## src/rtl/ptnp_pkg.sv

```systemverilog
// Shared widths, payload structs and controller/datapath interface types.
`default_nettype none
package ptnp_pkg;

    // Operand width and the width of an unsigned result value
    localparam int DATA_WIDTH = 32;
    localparam int VAL_W      = DATA_WIDTH - 1;

    // Largest value the result field holds
    localparam logic [VAL_W-1:0] VALUE_MAX = {VAL_W{1'b1}};

    // Operation select codes
    localparam logic FUNC_TEST = 1'b0;
    localparam logic FUNC_NEXT = 1'b1;

    // Input item
    typedef struct packed {
        logic                         func;
        logic signed [DATA_WIDTH-1:0] number;
    } t_in;

    // Result item
    typedef struct packed {
        logic             prime_flag;
        logic [VAL_W-1:0] value;
        logic             overflow;
    } t_out;

    // Divisor source for the next trial division
    typedef enum logic {
        DS_D,
        DS_D2
    } t_dsel;

    // Kind of result to emit
    typedef enum logic [1:0] {
        FIN_TEST,
        FIN_NEXT,
        FIN_TWO,
        FIN_OVF
    } t_fin;

    // Controller to datapath commands
    typedef struct packed {
        logic  load;
        logic  inc_cand;
        logic  div_go;
        t_dsel div_sel;
        logic  set_d5;
        logic  add_d6;
        logic  finish;
        t_fin  fin;
        logic  prime;
    } t_cmd;

    // Datapath to controller status
    typedef struct packed {
        logic mode;
        logic c_lt2;
        logic c_le3;
        logic c_even;
        logic c_mult3;
        logic c_at_max;
        logic c_over;
        logic div_done;
        logic rem_zero;
        logic d_gt_q;
    } t_stat;

endpackage
`default_nettype wire

```

## src/rtl/ptnp_div.sv

```systemverilog
// Restoring divider: one quotient bit per cycle, quotient and remainder out.
`default_nettype none
module ptnp_div
    import ptnp_pkg::*;
(
    input  wire logic             i_clk,
    input  wire logic             i_rst_n,
    input  wire logic             i_go,
    input  wire logic [VAL_W-1:0] i_dividend,
    input  wire logic [VAL_W-1:0] i_divisor,
    output logic                  o_done,
    output logic      [VAL_W-1:0] o_quot,
    output logic      [VAL_W-1:0] o_rem
);

    localparam int CW = $clog2(VAL_W);

    logic             r_busy, n_busy;
    logic             r_done, n_done;
    logic [CW-1:0]    r_cnt, n_cnt;
    logic [VAL_W-1:0] r_n, n_n;
    logic [VAL_W-1:0] r_q, n_q;
    logic [VAL_W-1:0] r_rem, n_rem;
    logic [VAL_W-1:0] r_dv, n_dv;
    logic [VAL_W:0]   trial;
    logic             fits;

    // Shift in the next dividend bit and try the subtract
    assign trial = {r_rem, r_n[VAL_W-1]};
    assign fits  = trial >= {1'b0, r_dv};

    always_comb begin
        n_busy = r_busy;
        n_done = 1'b0;
        n_cnt  = r_cnt;
        n_n    = r_n;
        n_q    = r_q;
        n_rem  = r_rem;
        n_dv   = r_dv;
        if (i_go) begin
            n_busy = 1'b1;
            n_cnt  = CW'(VAL_W - 1);
            n_n    = i_dividend;
            n_q    = '0;
            n_rem  = '0;
            n_dv   = i_divisor;
        end else if (r_busy) begin
            n_n   = {r_n[VAL_W-2:0], 1'b0};
            n_q   = {r_q[VAL_W-2:0], fits};
            n_rem = fits ? VAL_W'(trial - {1'b0, r_dv}) : trial[VAL_W-1:0];
            n_cnt = r_cnt - 1'b1;
            if (r_cnt == '0) begin
                n_busy = 1'b0;
                n_done = 1'b1;
            end
        end
    end

    // Hold control in reset, payload free-running
    always_ff @(posedge i_clk) begin
        if (!i_rst_n) begin
            r_busy <= 1'b0;
            r_done <= 1'b0;
        end else begin
            r_busy <= n_busy;
            r_done <= n_done;
        end
        r_cnt <= n_cnt;
        r_n   <= n_n;
        r_q   <= n_q;
        r_rem <= n_rem;
        r_dv  <= n_dv;
    end

    assign o_done = r_done;
    assign o_quot = r_q;
    assign o_rem  = r_rem;

endmodule
`default_nettype wire

```

## src/rtl/ptnp_dp.sv

```systemverilog
// Datapath: candidate and divisor registers, divider, result register.
`default_nettype none
module ptnp_dp
    import ptnp_pkg::*;
(
    input  wire logic  i_clk,
    input  wire logic  i_rst_n,
    input  wire t_in   i_item,
    input  wire t_cmd  i_cmd,
    output t_stat      o_stat,
    output logic       o_valid,
    output t_out       o_result
);

    // Base-4 digits in the candidate
    localparam int NDIG = (VAL_W + 1) / 2;

    logic             r_mode;
    logic [VAL_W:0]   r_c;
    logic [VAL_W-1:0] r_d;
    logic             r_valid;
    t_out             r_result, n_result;
    logic [VAL_W-1:0] divisor;
    logic             div_done;
    logic [VAL_W-1:0] quot, rem;
    logic [1:0]       c_res3;

    // Residue mod 3: each base-4 digit keeps its residue, then a pairwise add tree
    function automatic logic [1:0] mod3(input logic [2*NDIG-1:0] x);
        logic [2*NDIG-1:0] res;
        logic [2:0]        s;
        int                step;
        res = x;
        for (int i = 0; i < NDIG; i++) begin
            if (res[2*i +: 2] == 2'd3) res[2*i +: 2] = 2'd0;
        end
        for (step = 1; step < NDIG; step = step * 2) begin
            for (int i = 0; i + step < NDIG; i = i + 2 * step) begin
                s = {1'b0, res[2*i +: 2]} + {1'b0, res[2*(i+step) +: 2]};
                res[2*i +: 2] = (s >= 3'd3) ? 2'(s - 3'd3) : s[1:0];
            end
        end
        return res[1:0];
    endfunction

    // Pick the divisor for the next trial
    always_comb begin
        unique case (i_cmd.div_sel)
            DS_D:    divisor = r_d;
            DS_D2:   divisor = r_d + VAL_W'(2);
            default: divisor = r_d;
        endcase
    end

    ptnp_div u_div (
        .i_clk      (i_clk),
        .i_rst_n    (i_rst_n),
        .i_go       (i_cmd.div_go),
        .i_dividend (r_c[VAL_W-1:0]),
        .i_divisor  (divisor),
        .o_done     (div_done),
        .o_quot     (quot),
        .o_rem      (rem)
    );

    // Build the result for the finish command
    always_comb begin
        n_result = r_result;
        unique case (i_cmd.fin)
            FIN_TEST: n_result = '{prime_flag: i_cmd.prime, value: r_c[VAL_W-1:0],
                                   overflow: 1'b0};
            FIN_NEXT: n_result = '{prime_flag: 1'b1, value: r_c[VAL_W-1:0],
                                   overflow: 1'b0};
            FIN_TWO:  n_result = '{prime_flag: 1'b1, value: VAL_W'(2), overflow: 1'b0};
            FIN_OVF:  n_result = '{prime_flag: 1'b0, value: '0, overflow: 1'b1};
            default:  n_result = r_result;
        endcase
    end

    always_ff @(posedge i_clk) begin
        if (!i_rst_n) begin
            r_valid <= 1'b0;
        end else begin
            r_valid <= i_cmd.finish;
        end
        // Latch the operand, clamping negatives to zero
        if (i_cmd.load) begin
            r_mode <= i_item.func;
            r_c    <= i_item.number[DATA_WIDTH-1] ? '0
                                                  : {1'b0, i_item.number[VAL_W-1:0]};
        end else if (i_cmd.inc_cand) begin
            r_c <= r_c + 1'b1;
        end
        // Advance the 6k-1 divisor
        if (i_cmd.set_d5) begin
            r_d <= VAL_W'(5);
        end else if (i_cmd.add_d6) begin
            r_d <= r_d + VAL_W'(6);
        end
        if (i_cmd.finish) begin
            r_result <= n_result;
        end
    end

    assign c_res3 = mod3((2*NDIG)'(r_c[VAL_W-1:0]));

    // Status back to the controller
    assign o_stat.mode     = r_mode;
    assign o_stat.c_lt2    = r_c < (VAL_W + 1)'(2);
    assign o_stat.c_le3    = r_c <= (VAL_W + 1)'(3);
    assign o_stat.c_even   = !r_c[0];
    assign o_stat.c_mult3  = c_res3 == 2'd0;
    assign o_stat.c_at_max = r_c == {1'b0, VALUE_MAX};
    assign o_stat.c_over   = r_c[VAL_W];
    assign o_stat.div_done = div_done;
    assign o_stat.rem_zero = rem == '0;
    assign o_stat.d_gt_q   = r_d > quot;

    assign o_valid  = r_valid;
    assign o_result = r_result;

endmodule
`default_nettype wire

```

## src/rtl/ptnp_ctrl.sv

```systemverilog
// Controller: sequences candidate checks and trial divisions.
`default_nettype none
module ptnp_ctrl
    import ptnp_pkg::*;
(
    input  wire logic  i_clk,
    input  wire logic  i_rst_n,
    input  wire logic  i_start,
    input  wire t_stat i_stat,
    output t_cmd       o_cmd,
    output logic       o_busy
);

    typedef enum logic [2:0] {
        S_IDLE,
        S_DISPATCH,
        S_CAND,
        S_LOOP,
        S_WAITA,
        S_WAITB
    } t_state;

    t_state r_state, n_state;
    t_cmd   cmd;
    logic   v_dec;
    logic   v_prime;

    always_comb begin
        v_dec   = 1'b0;
        v_prime = 1'b0;
        cmd     = '0;
        cmd.div_sel = DS_D;
        cmd.fin     = FIN_TEST;
        n_state = r_state;
        unique case (r_state)
            S_IDLE: begin
                if (i_start) begin
                    cmd.load = 1'b1;
                    n_state  = S_DISPATCH;
                end
            end
            // Handle the next-mode shortcuts, else step to the first candidate
            S_DISPATCH: begin
                if (i_stat.mode == FUNC_TEST) begin
                    n_state = S_CAND;
                end else if (i_stat.c_lt2) begin
                    cmd.finish = 1'b1;
                    cmd.fin    = FIN_TWO;
                    n_state    = S_IDLE;
                end else if (i_stat.c_at_max) begin
                    cmd.finish = 1'b1;
                    cmd.fin    = FIN_OVF;
                    n_state    = S_IDLE;
                end else begin
                    cmd.inc_cand = 1'b1;
                    n_state      = S_CAND;
                end
            end
            // Overflow, small values and multiples of two or three settle at once
            S_CAND: begin
                if (i_stat.c_over) begin
                    cmd.finish = 1'b1;
                    cmd.fin    = FIN_OVF;
                    n_state    = S_IDLE;
                end else if (i_stat.c_lt2) begin
                    v_dec = 1'b1;
                end else if (i_stat.c_le3) begin
                    v_dec   = 1'b1;
                    v_prime = 1'b1;
                end else if (i_stat.c_even || i_stat.c_mult3) begin
                    v_dec = 1'b1;
                end else begin
                    cmd.set_d5 = 1'b1;
                    n_state    = S_LOOP;
                end
            end
            // Divide by 6k-1
            S_LOOP: begin
                cmd.div_go  = 1'b1;
                cmd.div_sel = DS_D;
                n_state     = S_WAITA;
            end
            // Stop once the divisor passes the square root or divides evenly, else try 6k+1
            S_WAITA: begin
                if (i_stat.div_done) begin
                    if (i_stat.d_gt_q) begin
                        v_dec   = 1'b1;
                        v_prime = 1'b1;
                    end else if (i_stat.rem_zero) begin
                        v_dec = 1'b1;
                    end else begin
                        cmd.div_go  = 1'b1;
                        cmd.div_sel = DS_D2;
                        n_state     = S_WAITB;
                    end
                end
            end
            // Divide by 6k+1
            S_WAITB: begin
                if (i_stat.div_done) begin
                    if (i_stat.rem_zero) begin
                        v_dec = 1'b1;
                    end else begin
                        cmd.add_d6 = 1'b1;
                        n_state    = S_LOOP;
                    end
                end
            end
            default: n_state = S_IDLE;
        endcase

        // Act on a verdict for the current candidate
        if (v_dec) begin
            if (i_stat.mode == FUNC_TEST) begin
                cmd.finish = 1'b1;
                cmd.fin    = FIN_TEST;
                cmd.prime  = v_prime;
                n_state    = S_IDLE;
            end else if (v_prime) begin
                cmd.finish = 1'b1;
                cmd.fin    = FIN_NEXT;
                n_state    = S_IDLE;
            end else begin
                cmd.inc_cand = 1'b1;
                n_state      = S_CAND;
            end
        end
    end

    always_ff @(posedge i_clk) begin
        if (!i_rst_n) begin
            r_state <= S_IDLE;
        end else begin
            r_state <= n_state;
        end
    end

    assign o_cmd  = cmd;
    assign o_busy = r_state != S_IDLE;

endmodule
`default_nettype wire

```

## src/rtl/primality_test_and_next_prime.sv

```systemverilog
// Top level: primality test and next-prime search by 6k+-1 trial division.
//
//  channel  | transfer when        | payload
//  ---------+----------------------+------------------------------------------
//  item in  | start && !busy       | i_item   (func, number)
//  result   | o_valid (one cycle)  | o_result (prime_flag, value, overflow)
//
// Each trial division yields all 31 quotient bits before its done status; a candidate
// past the 2/3 checks costs up to two divisions per 6k pair, at most until the 6k-1
// divisor passes sqrt(n). Next mode repeats that for every candidate up to the next
// prime. Shortcut cases (small, multiple of 2 or 3, negative, overflow) finish
// without any trial division.
// Reset is synchronous and returns the controller to idle with no result pending.
// busy stays high from the transfer in until the result strobe; results cannot stall.
`default_nettype none
module primality_test_and_next_prime
    import ptnp_pkg::*;
(
    input  wire logic i_clk,
    input  wire logic i_rst_n,
    input  wire logic start,
    input  wire t_in  i_item,
    output logic      busy,
    output logic      o_valid,
    output t_out      o_result
);

    t_cmd  cmd;
    t_stat stat;

    ptnp_ctrl u_ctrl (
        .i_clk   (i_clk),
        .i_rst_n (i_rst_n),
        .i_start (start),
        .i_stat  (stat),
        .o_cmd   (cmd),
        .o_busy  (busy)
    );

    ptnp_dp u_dp (
        .i_clk    (i_clk),
        .i_rst_n  (i_rst_n),
        .i_item   (i_item),
        .i_cmd    (cmd),
        .o_stat   (stat),
        .o_valid  (o_valid),
        .o_result (o_result)
    );

`ifndef SYNTH
    // A result strobe lands only after the controller has gone idle
    a_valid_idle: assert property (@(posedge i_clk) disable iff (!i_rst_n)
        o_valid |-> !busy)
        else $error("result strobe while busy");

    // Strobes never come back to back
    a_valid_single: assert property (@(posedge i_clk) disable iff (!i_rst_n)
        o_valid |=> !o_valid)
        else $error("result strobe longer than one cycle");

    // An accepted item always leaves the controller busy
    a_start_busy: assert property (@(posedge i_clk) disable iff (!i_rst_n)
        (start && !busy) |=> busy)
        else $error("item accepted but controller not busy");

    // Overflow results carry a zero value and no prime flag
    a_ovf_clean: assert property (@(posedge i_clk) disable iff (!i_rst_n)
        (o_valid && o_result.overflow) |-> (!o_result.prime_flag && o_result.value == '0))
        else $error("overflow result with nonzero fields");
`endif

endmodule
`default_nettype wire

```

## config.mk

```make
export PLATFORM = sky130hd
export DESIGN_NAME = primality_test_and_next_prime
export DESIGN_NICKNAME = d
export VERILOG_FILES = /design/src/rtl/ptnp_pkg.sv /design/src/rtl/ptnp_div.sv /design/src/rtl/ptnp_dp.sv /design/src/rtl/ptnp_ctrl.sv /design/src/rtl/primality_test_and_next_prime.sv
export SDC_FILE = /design/constraint.sdc
export NUM_CORES = 1
export LEC_CHECK = 0
export ABC_AREA = 1
export BUFFER_PORTS_ARGS = -buffer_cell sky130_fd_sc_hd__buf_4
export CAP_MARGIN = 25
export CORE_UTILIZATION = 60
export CTS_BUF_LIST = sky130_fd_sc_hd__clkbuf_4 sky130_fd_sc_hd__clkbuf_8 sky130_fd_sc_hd__clkbuf_16
export CTS_CLUSTER_SIZE = 8
export DETAILED_ROUTE_END_ITERATION = 8
export PLACE_DENSITY_LB_ADDON = 0.25
export RECOVER_POWER = 50
export SLEW_MARGIN = 25
export SYNTH_ARGS = -nofsm -noshare
export SYNTH_HDL_FRONTEND = slang
export SYNTH_SLANG_ARGS = --single-unit
export TNS_END_PERCENT = 100
```

## constraint.sdc

```tcl
create_clock -name i_clk -period 8.9 [get_ports i_clk]
set_input_delay 0.89 -clock i_clk [delete_from_list [all_inputs] [get_ports i_clk]]
set_output_delay 0.89 -clock i_clk [all_outputs]
set_load 0.1 [all_outputs]
```

### After elaboration in Yosys (flattened, before gate mapping)

Cells that the tools add are included.

* input port bits: 36
* word-level logic and storage cells: 221
* register bits after elaboration: 232

* mux-type cells: 104
* equality and inequality tests: 33
* order comparisons: 19
* add/sub/neg operators: 35
* bitwise logic cells: 3
* reductions and logical operators: 12

Operators by type and width (number)
* $pmux 33 s4: 1
* $mux 31: 4
* $mux 2: 36
* $mux 32: 2
* $pmux 31 s2: 1
* $mux 3: 19
* $ge 3x2->1 const B: 15
* $add 2x2->3: 14
* $mux 1: 35
* $eq 2x2->1 const B: 17
* $add 32x1->32 const B: 1
* $eq 32x31->1 const B: 1
* $ge 32x31->1: 1
* $le 32x2->1 const B: 1
* $lt 32x2->1 const B: 1
* $add 31x2->31 const B: 1
* $add 31x3->31 const B: 1
* $gt 31x31->1: 1
* $logic_not 31->1: 1
* $sub 31x31->31: 1
* $sub 2x2->2 const B: 15
* $pmux 3 s6: 1
* $ne 3x2->1 const B: 4
* $ne 4x2->1 const B: 3
* other kinds (22): 29

### Depth between registers and ports, before layout

* depth in word-level cells: 24
* gate-level depth with buffers: 41
* mapped depth without buffers: 40

### Hierarchy

Synthesis repeated with hierarchy kept, for this count alone.

* cell total of the unflattened synthesis: 2196
* area, all modules: 15796.4 um2

Modules (own cells, without submodules)
* ptnp_dp: area each 7930.1 um2, cells each 1063, sequential area each 2602.5 um2, times used 1
* ptnp_div: area each 7420.9 um2, cells each 1047, sequential area each 3243.1 um2, times used 1
* ptnp_ctrl: area each 445.4 um2, cells each 86, sequential area each 60.1 um2, times used 1

### Least setup slack after synthesis

Ideal clock, no wire load.

* kind: reg2reg
* start point: reg u_dp.r_c[14]
* end point: reg u_dp.r_c[0] (enable)
* buffers on the path: 0
* arrival: 6.817 ns
* cell stages (with the launch flop): 32
* setup time: 0.430 ns
* setup slack: 1.652 ns
* cells stage by stage: edfxtp_1 inv_1 nor2_1 ha_1 fa_1 ha_1 a211o_1 xor2_1 ha_1 fa_1 ha_1 a211o_1 xor2_1 ha_1 fa_1 ha_1 nor2_1 o21ai_0 xor2_1 inv_1 ha_1 fa_1 ha_1 nor2_1 nand2_1 nand2_1 nor2_1 o21ai_1 nand2_1 nand2_1 nand2_1 o211ai_1

* word-level cells in the longest chain between the ends: 23
* elaborated cells on any way between the ends: 40
* classes of those cells: 8 x add/sub; 6 x order compare; 2 x eq/ne; 21 x mux; 3 x reduce/logical

RTL lines
* start, declared: line ptnp_dp.sv:19 `logic [VAL_W:0] r_c;`
* start signal, assigned: line ptnp_dp.sv:89 `r_c <= i_item.number[DATA_WIDTH-1] ? '0`
* start signal, assigned: line ptnp_dp.sv:92 `r_c <= r_c + 1'b1;`
* $eq 2x2->1: line ptnp_dp.sv:35 `if (res[2*i +: 2] == 2'd3) res[2*i +: 2] = 2'd0;`
* $mux 2: line ptnp_dp.sv:35
* $add 2x2->3: line ptnp_dp.sv:39 `s = {1'b0, res[2*i +: 2]} + {1'b0, res[2*(i+step) +: 2]};`
* $ge 3x2->1 or $sub 2x2->2 (tied branches): line ptnp_dp.sv:40 `res[2*i +: 2] = (s >= 3'd3) ? 2'(s - 3'd3) : s[1:0];`
* $mux 2: line ptnp_dp.sv:40
* $add 2x2->3: line ptnp_dp.sv:39
* $ge 3x2->1 or $sub 2x2->2 (tied branches): line ptnp_dp.sv:40
* $mux 2: line ptnp_dp.sv:40
* [7 not listed]
* $logic_or 1x1->1: line ptnp_ctrl.sv:70 `end else if (i_stat.c_even || i_stat.c_mult3) begin`
* $mux 1: line ptnp_ctrl.sv:70
* $mux 1: line ptnp_ctrl.sv:67 `end else if (i_stat.c_le3) begin`
* $mux 1: line ptnp_ctrl.sv:65 `end else if (i_stat.c_lt2) begin`
* $mux 1: line ptnp_ctrl.sv:61 `if (i_stat.c_over) begin`
* $pmux 1 s3: line ptnp_ctrl.sv:35 `unique case (r_state)`
* $mux 1 (*): line ptnp_ctrl.sv:113 `if (v_dec) begin`
* $reduce_bool 2->1 (no line) (*)

Mark *: on every way between the ends. The rest lies on a longest branch, timed or not.
A chain may end at the register's enable or synchronous reset.

### Worst setup path in the final report

* start point: reg u_dp.r_c[18]
* end point: reg u_dp.r_c[23] (enable)

Same word-level chain as after synthesis.

==> out/summary.txt <==
====================================================================================================
Outcome                                                                                 finished with violations
Failing checks                                                                          max-capacitance violations, max-slew violations
Remaining global-route overflow                                                                    0
Number of library cell types mapped by synthesis                                                  58
Largest incremental delay on the critical path                                                510 ps
Area fraction of the dominant cell type after synthesis                                        24.4%
Asr flop ratio synth                                                                              0%
Number of antenna repair diodes                                                                    0
CP Max Fanout                                                                                     24
# Post-CTS Setup Buffers                                                                           0
Setup slack after placement                                                                  1230 ps
Maximum clock insertion buffer count                                                               3
Measured slew at the worst slew-check pin                                                    3090 ps
Top flip-flop cell by instance count after synthesis                                    sky130_fd_sc_hd__edfxtp_1
HPWL Detailed                                                                                31.9 mm
Most frequently used cell type in the post-synthesis netlist                            sky130_fd_sc_hd__nand2_1
Capturing element type of the critical path                                                flip-flop
Vias after detailed routing                                                                   14,000
Fmax                                                                                         129 MHz
Port bufs                                                                                         70
Remaining number of nets flagged by the antenna check after routing                                0
Final WL                                                                                     43.2 mm
Sum of negative setup slack                                                                     0 ps
Fraction of the yosys area taken by sequential cells                                           37.6%
Placer Congestion                                                                              0.923
Overall routing resource usage                                                                 32.8%
Initial antenna violation count                                                                    0
Via-per-instance ratio                                                                          5.65
Syn Nets                                                                                       2,204
Tmin final                                                                                   7740 ps
Post-synthesis cell area                                                                 0.0156 mm^2
Die extent in y                                                                               163 um
Number of nets in the layout                                                                   2,269
Floorplan Core Area                                                                      0.0253 mm^2
Total of warnings raised by yosys                                                                  0
Quantity of gates resized following cts                                                            0
Total number of H-tree levels                                                                      2
Design area                                                                              0.0172 mm^2
FP Rows                                                                                           58
Final count of negative-setup-slack endpoints                                                      0
Cell count of the worst hold path                                                                  2
Clock latency at the later pin of the worst-skew pair                                         520 ps
Clock net sink count                                                                             230
CTS buffer count                                                                                  35
Worst r2r path cells                                                                              34
Die Footprint                                                                            0.0267 mm^2
Final core area utilization                                                                    68.0%
Register bit count reported by yosys                                                             230
Horiz. Die Dim                                                                                163 um
Category of the most critical setup path                                                  reg -> reg
Number of placed I/O pins                                                                         71
Pin count of the biggest net entering global routing                                             109
Leading cell types by count after synthesis                                             407 x sky130_fd_sc_hd__nand2_1, 312 x sky130_fd_sc_hd__inv_1, 256 x sky130_fd_sc_hd__nor2_1
Number of cells on the critical path                                                              34
CP max-delay cell                                                                       sky130_fd_sc_hd__fa_1
Clock-pin slew reported for the worst setup and hold paths after clock tree synthesis          50 ps
Max-slew headroom at the worst pin                                                             -106%
Worst min-delay path class                                                                reg -> reg
Via count of the first global-routing pass                                                    13,300
CTS root buffer                                                                         sky130_fd_sc_hd__clkbuf_16
Most common cell type on the critical path                                              sky130_fd_sc_hd__ha_1
Final hold violation count                                                                         0
P&R area growth vs syn                                                                         10.4%
Kind of start point of the critical path                                                   flip-flop
RSZ-0062 raised after global routing                                                           false
Number of enable-type register cells in the synthesized netlist                                  127
Fraction of final layout cells sized beyond drive strength 1                                   7.89%
Final slew viol count                                                                            196
Dpl cell area                                                                            0.0163 mm^2
CTS tree                                                                                       built
Wire length of the first global-routing pass                                                 68.1 mm
Number of buffers inserted by hold repair at cts                                                   0
Number of cells produced by synthesis                                                          2,052
Violation count after the first detailed-routing iteration                                     1,332
Family with the most delay on the worst path                                             adder cells
Share of the cycle needed by the critical path after routing                                   87.0%
Required time of the worst setup path                                                        9070 ps
Syn avg cell area                                                                          7.61 um^2
Library cell occupying the most area in the post-synthesis netlist                      sky130_fd_sc_hd__edfxtp_1
Data arrival at the endpoint of the critical path                                            7910 ps
Final worst-path setup slack                                                                 1160 ps
Number of iterations in the first detailed-routing pass                                            6
Count of maximum capacitance violations                                                            3
Initial Util                                                                                   61.6%
Fillcell total                                                                                 2,163
Average wire per cell in the routed design                                                   17.5 um
Most area-consuming cells after synthesis                                               sky130_fd_sc_hd__edfxtp_1 24%, sky130_fd_sc_hd__dfxtp_1 13%, sky130_fd_sc_hd__nand2_1 9.8%
DRC errors left                                                                                    0
Worst Path Buf+Inv                                                                                 4
Clock Skew                                                                                   15.5 ps
====================================================================================================
layout make-up:
type,count,area [um^2],share of cell area (%)
Multi-Input combinational cell,1449,8160,47.3
Inverter,324,1220,7.07
Clock buffer,58,1070,6.19
Timing Repair Buffer,77,443,2.57
Sequential cell,230,5880,34.1
Tap cell,330,413,2.40
Clock inverter,4,60.1,0.349
cells in the final DEF, fill, tap and decap left out, types with 9 or more instances in the layout:
| cell type | n |
|---|---|
| sky130_fd_sc_hd__inv_1 | 314 |
| sky130_fd_sc_hd__clkbuf_16 | 36 |
| sky130_fd_sc_hd__o22ai_1 | 10 |
| sky130_fd_sc_hd__edfxtp_1 | 127 |
| sky130_fd_sc_hd__o211ai_1 | 18 |
| sky130_fd_sc_hd__nand3_1 | 107 |
| sky130_fd_sc_hd__ha_1 | 100 |
| sky130_fd_sc_hd__clkbuf_4 | 23 |
| sky130_fd_sc_hd__o21ai_1 | 36 |
| sky130_fd_sc_hd__buf_4 | 40 |
| sky130_fd_sc_hd__a21oi_1 | 92 |
| sky130_fd_sc_hd__fa_1 | 16 |
| sky130_fd_sc_hd__dfxtp_1 | 102 |
| sky130_fd_sc_hd__nand4_1 | 28 |
| sky130_fd_sc_hd__xor2_1 | 69 |
| sky130_fd_sc_hd__nand2_2 | 12 |
| sky130_fd_sc_hd__o21ai_0 | 137 |
| sky130_fd_sc_hd__clkbuf_1 | 36 |
| sky130_fd_sc_hd__nand2_1 | 410 |
| sky130_fd_sc_hd__nor3_1 | 35 |
| sky130_fd_sc_hd__nor2_2 | 16 |
| sky130_fd_sc_hd__xnor2_1 | 9 |
| sky130_fd_sc_hd__nor2_1 | 260 |
kinds of logic after synthesis:
group,synth area share (%)
muxes,0.433
xor gates and xnor gates,4.38
DFF,37.6
AOI/OAI and AO/OA,12.4
adders and majority gates,10.1
and+or+nand+nor,25.4
buffers and inverters,9.65
worst paths after layout:
| path | start | end | slack, ps |
|---|---|---|---|
| hold / removal | u_dp.u_div.o_quot[30] | u_dp.u_div.o_quot[30] | 470 |
| setup / recovery | u_dp.r_c[18] | u_dp.r_c[23] | 1160 |
| hold reg to reg | u_dp.u_div.o_quot[30] | u_dp.u_div.o_quot[30] | 470 |
| setup reg to reg | u_dp.r_c[18] | u_dp.r_c[23] | 1160 |
metal layers:
metal / up-vias / part of all wire (%) / GRT usage, % / wire [um]
li1: 6868 / - / - / -
met1: 6543 / 45 / 45.0 / 19500
met2: 480 / 45 / 52.6 / 19600
met3: 83 / 7.2 / 6.17 / 3090
met4: 0 / 2.3 / 9.09 / 974
met5: - / 0 / 0 / 0
state kept, by name (all words and copies together), names as in the netlist, 3 cells and up:
register,cells
u_dp.u_div.r_n,31
u_dp.u_div.r_cnt,5
u_dp.o_result,33
u_dp.u_div.o_quot,31
u_dp.u_div.r_dv,30
u_ctrl.r_state,3
u_dp.r_d,30
u_dp.r_c,32
u_dp.u_div.o_rem,31
per-stage QoR:
step	hold slack [ps]	cells
after floorplan	442	2052
after global placement	457	2410
after detailed placement	467	2410
after CTS	477	2472
after global routing	493	2472
final	475	2472
worst min-delay path, stage by stage (launching register included):
cell and delay [ps]:
sky130_fd_sc_hd__dfxtp_1 290, sky130_fd_sc_hd__inv_1 70, sky130_fd_sc_hd__o21ai_1 70
Power is left out: the tool's default activity adds up to more than one toggle a clock period on the data nets, which glitch-free logic cannot reach.
